[config.mk]
export PLATFORM = sky130hd
export DESIGN_NAME = sui_ctrl
export DESIGN_NICKNAME = d
export VERILOG_FILES = /design/src/hdl/sui_pkg.sv /design/src/hdl/sui_ctrl.sv
export SDC_FILE = /design/constraint.sdc
export NUM_CORES = 1
export LEC_CHECK = 0
export BUFFER_PORTS_ARGS = -buffer_cell sky130_fd_sc_hd__buf_4
export CAP_MARGIN = 20
export CORE_AREA = 2 2 39 41
export CTS_BUF_LIST = sky130_fd_sc_hd__clkbuf_8
export CTS_CLUSTER_DIAMETER = 100
export DETAILED_ROUTE_END_ITERATION = 12
export DIE_AREA = 0 0 41 43
export MAX_ROUTING_LAYER = met4
export PLACE_DENSITY_LB_ADDON = 0.12
export SETUP_SLACK_MARGIN = 0.2
export SLEW_MARGIN = 10
export SYNTH_ARGS = -nofsm -noshare
export SYNTH_HDL_FRONTEND = slang
export SYNTH_SLANG_ARGS = --single-unit
[constraint.sdc]
create_clock -name clock -period 0.95 [get_ports clock]
set_input_delay 0.0475 -clock clock [delete_from_list [all_inputs] [get_ports clock]]
set_output_delay 0.0475 -clock clock [all_outputs]
set_load 0.1 [all_outputs]
[src/hdl/sui_pkg.sv]
`timescale 1ns / 1ps
// ----------------------------------------------------------------------------
// sui_pkg
// Shared types and constants for the sorted unique insertion store.
// ----------------------------------------------------------------------------
package sui_pkg;

   localparam int VAL_W           = 32;
   localparam int EPS_W           = 31;
   localparam int CNT_W           = 7;
   localparam int MAX_ENTRIES_DEF = 64;

   localparam logic [EPS_W-1:0] EPS_RESET = EPS_W'(66);

   typedef enum logic [1:0] {
      ST_IDLE,
      ST_SCAN,
      ST_UPDATE,
      ST_EMIT
   } sui_state_type;

   // controller to datapath
   typedef struct packed {
      logic load;
      logic scan;
      logic update;
      logic emit_load;
   } sui_cmd_type;

   // datapath to controller
   typedef struct packed {
      logic last_item;
      logic fill_zero;
      logic fill_one;
   } sui_status_type;

endpackage

[src/hdl/sui_ctrl.sv]
`timescale 1ns / 1ps
// ----------------------------------------------------------------------------
// sui_ctrl
// Sequencer: accept an item, scan the store, update it, and drain the list
// into the output register on the last item.
// ----------------------------------------------------------------------------
module sui_ctrl (
   input  logic                    clock,
   input  logic                    reset,
   input  logic                    req_valid,
   output logic                    req_ready,
   output logic                    rsp_valid,
   input  logic                    rsp_ready,
   input  sui_pkg::sui_status_type status,
   output sui_pkg::sui_cmd_type    cmd
);

   sui_pkg::sui_state_type state_ff, state_in;
   logic                   rsp_valid_ff, rsp_valid_in;
   logic                   can_load;

   always_ff @(posedge clock) begin
      if (reset) begin
         state_ff     <= sui_pkg::ST_IDLE;
         rsp_valid_ff <= 1'b0;
      end else begin
         state_ff     <= state_in;
         rsp_valid_ff <= rsp_valid_in;
      end
   end

   assign can_load = !rsp_valid_ff || rsp_ready;

   always_comb begin
      state_in      = state_ff;
      cmd           = '0;
      req_ready     = 1'b0;
      unique case (state_ff)
         sui_pkg::ST_IDLE: begin
            req_ready = 1'b1;
            if (req_valid) begin
               cmd.load = 1'b1;
               state_in = sui_pkg::ST_SCAN;
            end
         end
         sui_pkg::ST_SCAN: begin
            cmd.scan = 1'b1;
            state_in = sui_pkg::ST_UPDATE;
         end
         sui_pkg::ST_UPDATE: begin
            cmd.update = 1'b1;
            state_in   = status.last_item ? sui_pkg::ST_EMIT : sui_pkg::ST_IDLE;
         end
         sui_pkg::ST_EMIT: begin
            if (status.fill_zero) begin
               state_in = sui_pkg::ST_IDLE;
            end else if (can_load) begin
               cmd.emit_load = 1'b1;
               if (status.fill_one) begin
                  state_in = sui_pkg::ST_IDLE;
               end
            end
         end
         default: state_in = sui_pkg::ST_IDLE;
      endcase
   end

   // hold the result until it is taken
   always_comb begin
      if (cmd.emit_load) begin
         rsp_valid_in = 1'b1;
      end else if (rsp_ready) begin
         rsp_valid_in = 1'b0;
      end else begin
         rsp_valid_in = rsp_valid_ff;
      end
   end

   assign rsp_valid = rsp_valid_ff;

endmodule

# Word level (Yosys, flattened, before mapping)
# Cells that the tools add are included.
# totals
reg_bits,3
wordCells,29
# op_classes
n_eq_ne,6
n_reduce_logical,5
n_mux,16
# ops
operator,count
$mux 1,10
$mux 2,5
$pmux 2 s4,1
$ne 3x3->1 const B,2
$eq 2x2->1 const B,2
$reduce_and 3->1,1
$eq 2x1->1 const B,1
$logic_not 2->1,1
$ne 2x2->1 const B,1
$reduce_bool 2->1,1
$logic_not 1->1,1
$logic_or 1x1->1,1

# Depth between registers and ports, before layout
# Gate-level depths: netlist of run 1.
# logic_depth
ltp_word,6
depth_mapped,3
mapped_depth_nobuf,3

# Worst setup path after synthesis of run 1
# No wires, ideal clock.
# synth_path
kind,register -> output
from,register state_ff[1]
to,output port cmd[3] in the netlist's numbering
required_time_ns,0.902
path_slack_ns,-1.649
stages_incl_launch_ff,3
path_buffers,0
arrival_time_ns,2.551
path_cell_list,dfxtp_1 > nor2_1 > and2_1
# synth_lines
element,line,text
"start, declared",sui_ctrl.sv:18,"sui_pkg::sui_state_type state_ff, state_in;"
"start signal, assigned",sui_ctrl.sv:24,state_ff <= sui_pkg::ST_IDLE;
"start signal, assigned",sui_ctrl.sv:27,state_ff <= state_in;
"end, declared",sui_ctrl.sv:15,output sui_pkg::sui_cmd_type cmd

==> key figures, run 1 <==
CTS
  – H-tree levels: 1
  – Clock latency on the worst-skew pair: 0.21 ns
  – CTS sink cnt: 3
  – Clock slew at reported path FFs: 0.03 ns
  – Clock root cell: clkbuf_8
  – CTS buffer count: 3
  – Post-CTS Hold Buffers: 0
  – CTS Buffer Depth: 2
  – CTS tree: done

Floorplan
  – Ports: 13
  – DIE AREA: 0.001763 mm²
  – Initial Utilization: 12.66%
  – Row cnt: 14
  – Die Wd: 41 µm
  – Die H: 43 µm
  – Core area: 0.001384 mm²

Timing
  – Final setup fails: 7
  – Max-Slew Margin vs Limit: 86.81%
  – Final worst-path cycle share: 118.9%
  – Final Max Tran Viols: 0
  – Fin crit period: 1.130 ns
  – Clock Skew: 0.001432 ns
  – Number of failing hold endpoints at the final stage: 0
  – Worst Max-Slew Pin Slew: 0.1964 ns
  – RSZ-0062 raised after global routing: true
  – Hold Slack: 0.007328 ns
  – Final setup margin: -0.1799 ns
  – Max Freq: 0.8851 GHz

Global route
  – Antenna violations before repair: 0
  – Overall Global Routing Usage: 7.724%
  – Gr ovfl total: 0
  – Vias in the first global route: 230
  – Largest net degree at the start of global routing: 8
  – First-pass GRT wire length: 897 µm

Critical path
  – CP max-delay cell: dfxtp_4
  – Worst path required time: 0.90 ns
  – Launching point of the worst reg2reg path: state_ff[0]
  – Worst Setup End Kind: primary output
  – Worst Setup Start Kind: flop
  – Setup CP Type: flop to primary output
  – Worst-path cell chain: nand3b_1, nor2b_4, buf_12
  – Top fanout value on the critical path: 7
  – Worst R2R Setup Slack: -0.12 ns
  – Max incr delay on CP: 0.38 ns
  – Setup crit start: state_ff[0]
  – Reg-to-Reg End: state_ff[0]
  – Depth of the worst register-to-register path: 5
  – Worst EP arrival: 1.08 ns

Worst hold path
  – Min-delay worst type: primary input to flop
  – Worst-case hold path end point: rsp_valid
  – Worst hold stages: 2
  – Hold Crit Start: reset

Layout
  – Non-filler cells, final: 56
  – # fillers: 147
  – Number of diodes: 0
  – # nets final: 48
  – Area growth, synth to finish: 166.4%
  – Multi-input logic area: 140.1 µm²
  – Register Area: 71.32 µm²
  – Share of cells above drive strength 1: 75.00%
  – Final core utilization: 33.73%

Synthesis
  – Synth Flop Type: dfxtp_1
  – Post-Synthesis Cells: 22
  – Async set-reset flop share out of synthesis: 0%
  – Post-synthesis sequential area ratio: 34.29%
  – Seq cells post-synth: 3
  – Synthesized area per cell: 7.962 µm²
  – Yosys top cell by area: dfxtp_1
  – EDFF count, synth: 0
  – Synth top area share: 34.29%
  – Synth warn: 0
  – Synthesized area: 175.2 µm²
  – Most frequent cell after synthesis: a21oi_1
  – Net count after synthesis: 29
  – Synth cell types: 15
  – Commonest cells post-synth: 4 x a21oi_1, 3 x dfxtp_1, 2 x and2b_2, 2 x nor2_1
  – Ranking of synthesized cells by area: dfxtp_1 34%, a21oi_1 11%, and2b_2 10%

Route
  – Initial DRC Count: 1
  – Vias per cell: 3.875
  – Vias: 217
  – Post-route ant nets: 0
  – Post-Route WL: 598 µm
  – Routed length per placed instance: 10.68 µm
  – Drt first pass iters: 2
  – Detailed-route DRC error count: 0

Outcome
  – Outcome: complete, but fails checks
  – Violated checks: setup timing

Placed design
  – DP Cell Count: 50
  – Dpl hpwl: 410.9 µm
  – Placer Congestion: 0.7857
  – Number of buffers added on ports: 12

Power and ir drop
  – Peak supply drop: 0.7297 mV
  – Leak pwr: 0.0002075 µW
  – Power Density: 1852 mW/mm²

Run
  – Max-cap viol count: 0
[cells in the final DEF, fill, tap and decap left out, drive strengths merged]
master / netlist / routed
a21o: 1 / 1
a21oi: 4 / 4
a311oi: 1 / 1
and2: 1 / 1
and2b: 2 / 2
buf: 1 / 15
clkbuf: 0 / 3
dfxtp: 3 / 3
inv: 1 / 2
nand2: 1 / 1
nand2b: 1 / 1
nand3b: 1 / 1
nor2: 2 / 2
nor2b: 1 / 1
nor3: 1 / 1
o21a: 1 / 1
[report_power, final]
part | total, µW | internal (µW) | switching, µW
clock network | 345 | 274 | 70.7
logic | 363 | 142 | 221
registers | 157 | 136 | 21.4
[kinds of logic after synthesis]
kind of cell	Yosys count	synth area share, %
AO/OA/AOI/OAI	7	25.00
buffers and inverters	2	6.428
flip-flops	3	34.29
AND/OR/NAND/NOR	10	34.29
[routing by layer]
layer / wire length [µm] / track usage, % / vias to the layer above
li1: - / - / 111
met4: 0 / 4.000 / 0
met2: 342 / 12.50 / 6
met3: 24 / 1.571 / 0
met1: 230 / 8.387 / 100
met5: 0 / - / -
[through the flow]
step / power [µW] / setup WS, ns / TNS [ns] / instance area (µm²)
after floorplan: 382.7 / -0.3955 / -0.6595 / 224.0
after global placement: 444.8 / -0.06677 / -0.1691 / 321.6
after detailed placement: 447.4 / -0.07811 / -0.2271 / 321.6
after CTS: 871.0 / -0.1701 / -0.7196 / 466.7
after global routing: 898.5 / -0.2213 / -0.9503 / 466.7
final: 864.4 / -0.1799 / -0.7142 / 466.7
[worst max-delay path: cells and delay by family (launching register included)]
family        cells  cell delay (ns)
flops             1             0.38
buf+inv           1             0.18
simple gates      2             0.31
[area by class of cell]
cell class,count,share of cell area (%)
Tap cell,16,4.290
Clock inverter,1,0.8043
Clock buffer,3,8.847
Timing Repair Buffer,15,39.95
Inverter,1,0.8043
Sequential cell,3,15.28
Multi-Input combinational cell,17,30.03
[flip-flops by register name, summed over array words and instances (netlist names)]
signal and flops:
state_ff 2, rsp_valid 1
[worst max-delay path by stage]
| stage | endpoint | slack, ns | cells past startpoint |
|---|---|---|---|
| 2_1_floorplan | cmd[3] | -0.40 | 2 |
| 3_3_place_gp | cmd[0] | -0.07 | 3 |
| 3_5_place_dp | cmd[0] | -0.08 | 3 |
| 4_1_cts | cmd[0] | -0.17 | 3 |
| 5_1_grt | cmd[0] | -0.22 | 3 |
| 6_report | cmd[0] | -0.18 | 3 |
[what timing repair did]
action	in CTS	in global routing
buffers inserted	2	0
hold endpoints to repair	0	0
gates resized for setup	22	0
setup endpoints to repair	9	9
pin swaps	6	2
(Power assumes the default switching activity.)
==> inputs of run 2 (changes only) <==
- BUFFER_PORTS_ARGS: -buffer_cell sky130_fd_sc_hd__buf_4 -> -buffer_cell sky130_fd_sc_hd__buf_2
- clock period: 0.95 -> 1.3 ns (I/O delays scaled with it)
==> run 2 against run 1 <==
Die area is the same. Critical path depth is the same. Clock skew grew 0.0026 ns. Setup slack gained 0.35 ns. Critical path type unchanged. Count of clock-buffer cells in the layout is the same. Power shrank 30%. Sequential cell count is the same. Largest cell class unchanged. Clock power shrank 26%. The flow now finishes without violations.
==> key figures, run 2 (same netlist as run 1, synthesis figures left out) <==
Timing
  – Clock Skew: 0.003989 ns (+0.002557 ns)
  – Final Max Tran Viols: 0 (unchanged)
  – Max-Slew Margin vs Limit: 68.03% (-19 points)
  – Final setup fails: 0 (-7)
  – Final setup margin: 0.1740 ns (+0.3539 ns)
  – RSZ-0062 raised after global routing: true
  – Worst Max-Slew Pin Slew: 0.4829 ns (+0.2866 ns)
  – Hold Slack: 0.03428 ns (+0.02696 ns)
  – Final worst-path cycle share: 86.61%
  – Fin Setup TNS: 0 ns (+0.7142 ns)
  – Fin crit period: 1.126 ns
  – Max Freq: 0.8881 GHz
  – Number of failing hold endpoints at the final stage: 0 (unchanged)

Global route
  – Overall Global Routing Usage: 6.886% (-0.84 points)
  – Antenna violations before repair: 0 (unchanged)
  – Vias in the first global route: 205 (-11%)
  – Largest net degree at the start of global routing: 9 (+1)
  – First-pass GRT wire length: 765 µm (-15%)
  – Gr ovfl total: 0 (unchanged)

Floorplan
  – Ports: 13 (unchanged)
  – Row cnt: 14 (unchanged)
  – Die Wd: 41 µm (unchanged)
  – Initial Utilization: 12.66% (unchanged)
  – DIE AREA: 0.001763 mm² (unchanged)
  – Core area: 0.001384 mm² (unchanged)
  – Die H: 43 µm (unchanged)

CTS
  – Clock latency on the worst-skew pair: 0.21 ns (about the same)
  – CTS tree: done
  – Clock slew at reported path FFs: 0.03 ns (about the same)
  – Post-CTS Hold Buffers: 0 (unchanged)
  – CTS Buffer Depth: 2 (unchanged)
  – Clock root cell: clkbuf_8
  – H-tree levels: 1 (unchanged)
  – CTS sink cnt: 3 (unchanged)
  – CTS buffer count: 3 (unchanged)

Placed design
  – DP Cell Count: 49 (-2.0%)
  – Setup WS pre-CTS: 0.2537 ns (+0.3318 ns)
  – Placer Congestion: 0.6932 (-12%)
  – Number of buffers added on ports: 12 (unchanged)
  – Dpl hpwl: 372.7 µm (-9.3%)

Power and ir drop
  – Power Density: 1536 mW/mm² (-17%)
  – Leak pwr: 0.0001768 µW (-15%)
  – Peak supply drop: 0.3514 mV (-52%)

Worst hold path
  – Min-delay worst type: primary input to flop

Outcome
  – Outcome: finished, final reports clean

Layout
  – Share of cells above drive strength 1: 64.10% (-11 points)
  – Max FFs per register: 2 (unchanged)
  – Leading cell type in the layout, fill and taps excluded: buf_2
  – Commonest cells after routing, fill and taps aside: 7 x buf_2, 4 x a21oi_1, 4 x buf_12
  – Final core utilization: 28.57% (-5.2 points)
  – Non-filler cells, final: 55 (-1.8%)
  – # fillers: 159 (+8.2%)
  – Number of diodes: 0 (unchanged)
  – Area growth, synth to finish: 125.7%
  – # nets final: 47 (-2.1%)
  – Reg with most FFs: state_ff

Route
  – Vias per cell: 3.782 (-2.4%)
  – Routed length per placed instance: 8.691 µm (-19%)
  – Vias: 208 (-4.1%)
  – Post-Route WL: 478 µm (-20%)
  – Post-route ant nets: 0 (unchanged)
  – Detailed-route DRC error count: 0 (unchanged)
  – Drt first pass iters: 1 (-1)
  – Initial DRC Count: 0 (-1)

Critical path
  – Worst Setup End Kind: primary output
  – Worst path required time: 1.24 ns (+0.34 ns)
  – Worst Setup Start Kind: flop
  – Top fanout value on the critical path: 7 (unchanged)
  – Setup CP Type: flop to primary output
  – Worst R2R Setup Slack: 0.30 ns (+0.42 ns)
  – Worst EP arrival: 1.06 ns (-0.02 ns)

Run
  – Max-cap viol count: 0 (unchanged)
==> run 2: cell count changes in the layout (fill, tap and decap cells not counted), sizes merged <==
cell  previous run  this run
buf             15        14
==> run 2: final timing paths <==
check	cells after the start	start	endpoint
worst max-delay path	3	state_ff[1]	cmd[0]
worst min-delay path	2	reset	rsp_valid
worst max register to register	3	state_ff[0]	state_ff[1]
worst min register to register	2	rsp_valid	rsp_valid
==> run 2: routing by layer <==
metal  global-route usage (%)  vias up  part of all wire, %
li1                         -      109                    -
met1                    8.013       88                   40
met2                    7.813       11                   47
met3                    5.759        0                   13
met4                    4.000        0                    0
met5                        -        -                    0
==> run 2: where the power goes <==
part / switching, µW / total, µW / internal, µW
logic: 154 / 239 / 85.0
clock network: 54.1 / 254 / 200
registers: 14.9 / 114 / 99.3
==> run 2: final cells by class <==
type | count | area [µm²] | area share [%]
timing repair buffer | 14 | 137.6 | 34.81
clock inverter | 1 | 3.754 | 0.9494
tap | 16 | 20.02 | 5.063
clock buffer | 3 | 41.29 | 10.44
inverter | 1 | 3.754 | 0.9494
sequential | 3 | 71.32 | 18.04
multi-input combinational | 17 | 117.6 | 29.75
==> run 2: metrics by stage <==
| step | power (µW) | instance area, µm² |
|---|---|---|
| 2_1_floorplan | 275.3 | 192.7 |
| 3_3_place_gp | 346.9 | 325.3 |
| 3_5_place_dp | 347.4 | 325.3 |
| 4_1_cts | 613.4 | 387.9 |
| 5_1_grt | 635.9 | 395.4 |
| 6_report | 607.4 | 395.4 |
==> run 2: what timing repair did <==
item | CTS | global route
buffers inserted | 1 | 1
pin swaps | 1 | 1
endpoints found under the setup margin | 3 | 2
resized for setup | 4 | 0
==> run 2: critical path, stage by stage (launching register included) <==
cell	delay [ns]
dfxtp_4	0.38
nand3b_1	0.12
nor2b_2	0.17
buf_12	0.19
==> inputs of run 3 (changes only) <==
- CORE_AREA: 2 2 39 41 -> 8 8 45 47
- DIE_AREA: 0 0 41 43 -> 0 0 53 55
==> run 3 against run 2 <==
Worst hold slack gained 0.012 ns. Largest power group unchanged. Non-clock buffer count decreased by 1. Critical path depth did not move. Clock power barely moved. Via count down 4.8%. Utilization fell by 0.54 points. Clock skew is 0.0023 ns lower. Die area increased by 65%. First-iteration DRC count up 1. Register-to-register slack got worse by 0.02 ns.
==> key figures, run 3 (same netlist as run 1, synthesis figures left out) <==
Outcome
  – Outcome: finished, final reports clean

Timing
  – Max Freq: 0.8839 GHz (-0.48%)
  – Max-Slew Margin vs Limit: 67.84% (-0.18 points)
  – RSZ-0062 raised after global routing: true
  – Final worst-path cycle share: 87.03% (+0.42 points)
  – Fin crit period: 1.131 ns (+0.005423 ns)
  – Worst Max-Slew Pin Slew: 0.4857 ns (+0.002742 ns)
  – Fin Setup TNS: 0 ns (unchanged)
  – Number of failing hold endpoints at the final stage: 0 (unchanged)
  – Clock Skew: 0.001641 ns (-0.002348 ns)
  – Final Max Tran Viols: 0 (unchanged)
  – Final setup fails: 0 (unchanged)

Route
  – Initial DRC Count: 1 (+1)
  – Post-Route WL: 553 µm (+16%)
  – Drt first pass iters: 2 (+1)
  – Vias per cell: 3.667 (-3.0%)
  – Vias: 198 (-4.8%)
  – Post-route ant nets: 0 (unchanged)
  – Detailed-route DRC error count: 0 (unchanged)
  – Routed length per placed instance: 10.24 µm (+18%)

Global route
  – Overall Global Routing Usage: 4.607% (-2.3 points)
  – First-pass GRT wire length: 917 µm (+20%)
  – Largest net degree at the start of global routing: 9 (unchanged)
  – Gr ovfl total: 0 (unchanged)
  – Vias in the first global route: 226 (+10%)
  – Antenna violations before repair: 0 (unchanged)

Power and ir drop
  – Leak pwr: 0.0001717 µW (-2.9%)
  – Reg power frac: 19.0% (+0.2 points)
  – Peak supply drop: 0.6379 mV (+82%)
  – Pint: 381.1 µW (-0.92%)
  – Overall power: 604.6 µW (-0.45%)
  – Switching share of power: 36.97% (+0.30 points)
  – Clk pwr share: 42.2% (+0.3 points)
  – P_sw: 223.5 µW (+0.36%)
  – Power Density: 1559 mW/mm² (+1.5%)
  – Comb pwr share: 38.8% (-0.5 points)

Layout
  – Reg with most FFs: state_ff
  – # nets final: 46 (-2.1%)
  – Register Area: 71.32 µm² (unchanged)
  – Leading cell type in the layout, fill and taps excluded: buf_2
  – Area growth, synth to finish: 121.4%
  – Design area: 387.9 µm² (-1.9%)
  – Number of diodes: 0 (unchanged)
  – Max FFs per register: 2 (unchanged)
  – Commonest cells after routing, fill and taps aside: 7 x buf_2, 4 x a21oi_1, 4 x buf_12
  – Multi-input logic area: 117.6 µm² (unchanged)
  – Share of cells above drive strength 1: 63.16% (-0.94 points)
  – Non-filler cells, final: 54 (-1.8%)
  – # fillers: 154 (-3.1%)

CTS
  – CTS Buffer Depth: 2 (unchanged)
  – CTS tree: done
  – CTS sink cnt: 3 (unchanged)
  – Clock latency on the worst-skew pair: 0.21 ns (about the same)
  – H-tree levels: 1 (unchanged)
  – CTS buffer count: 3 (unchanged)
  – Clock slew at reported path FFs: 0.03 ns (about the same)
  – Post-CTS Hold Buffers: 0 (unchanged)
  – Clock root cell: clkbuf_8

Critical path
  – Worst Setup End Kind: primary output
  – Worst EP arrival: 1.07 ns (about the same)
  – Setup crit start: state_ff[1]
  – Reg-to-Reg End: state_ff[1]
  – Setup CP Type: flop to primary output
  – Worst path required time: 1.24 ns (about the same)
  – Worst R2R Setup Slack: 0.28 ns (-0.02 ns)
  – Depth of the worst register-to-register path: 3 (unchanged)
  – Worst Setup Start Kind: flop
  – Launching point of the worst reg2reg path: state_ff[0]
  – Top fanout value on the critical path: 8 (+1)
  – Setup crit end: cmd[0]
  – Max incr delay on CP: 0.38 ns (about the same)
  – Worst-path cell chain: nand3b_1, nor2b_2, buf_12
  – CP max-delay cell: dfxtp_4

Placed design
  – Number of buffers added on ports: 12 (unchanged)
  – DP Cell Count: 49 (unchanged)
  – DP Area: 325.3 µm² (unchanged)
  – Placer Congestion: 0.7655 (+10%)

Worst hold path
  – Min-delay worst type: primary input to flop

Floorplan
  – Die H: 55 µm (+28%)
  – DIE AREA: 0.002915 mm² (+65%)
  – Core area: 0.001384 mm² (unchanged)
  – Ports: 13 (unchanged)
  – Initial Utilization: 12.66% (unchanged)
  – Row cnt: 14 (unchanged)
  – Die Wd: 53 µm (+29%)

Run
  – Max-cap viol count: 0 (unchanged)
run 3: critical path, delay by kind of cell (launching register included):
kind	cells	cell delay, ns
simple gates	2	0.28
flops	1	0.38
buf+inv	1	0.19
run 3: layout make-up:
class	instances	share of cell area, %
Clock buffer	3	10.65
Clock inverter	1	0.9677
Inverter	1	0.9677
Multi-Input combinational cell	17	30.32
Sequential cell	3	18.39
Tap cell	16	5.161
Timing Repair Buffer	13	33.55
run 3: worst min-delay path by stage:
| stage | start | endpoint | slack (ns) | cells after the start |
|---|---|---|---|---|
| detailed placement | reset | rsp_valid | 0.26 | 2 |
| floorplan | reset | rsp_valid | 0.12 | 1 |
| global placement | reset | state_ff[1] | 0.26 | 2 |
| CTS | reset | state_ff[1] | 0.04 | 2 |
| finish | reset | rsp_valid | 0.05 | 2 |
| global route | reset | rsp_valid | 0.05 | 2 |
run 3: per-layer routing:
| layer | track usage [%] | vias up | routed length [µm] |
|---|---|---|---|
| met1 | 4.230 | 81 | 223 |
| met2 | 7.031 | 9 | 255 |
| met4 | 2.586 | 0 | 0 |
| met3 | 3.209 | 0 | 74 |
| li1 | - | 108 | - |
| met5 | - | - | 0 |
run 3: repair_timing:
action | CTS | global route
pin swaps | 0 | 2
resized for setup | 4 | 0
setup endpoints to repair | 3 | 4
buffers inserted | 0 | 1
run 3: through the flow:
| step | hold slack (ns) | setup slack [ns] | utilization [%] |
|---|---|---|---|
| floorplan | 0.1244 | -0.06296 | - |
| global placement | 0.2628 | 0.2917 | 23.51 |
| detailed placement | 0.2632 | 0.2679 | 23.51 |
| CTS | 0.04346 | 0.1262 | 27.49 |
| global route | 0.04607 | 0.1117 | 28.03 |
| finish | 0.04618 | 0.1686 | 28.03 |
run 3: power by group through the flow:
stage	Combinational, µW	Sequential (µW)	Clock, µW
2_1_floorplan	159	116	0
3_5_place_dp	232	117	0
4_1_cts	236	115	264
6_report	235	115	255
3_3_place_gp	233	116	0
5_1_grt	244	118	276
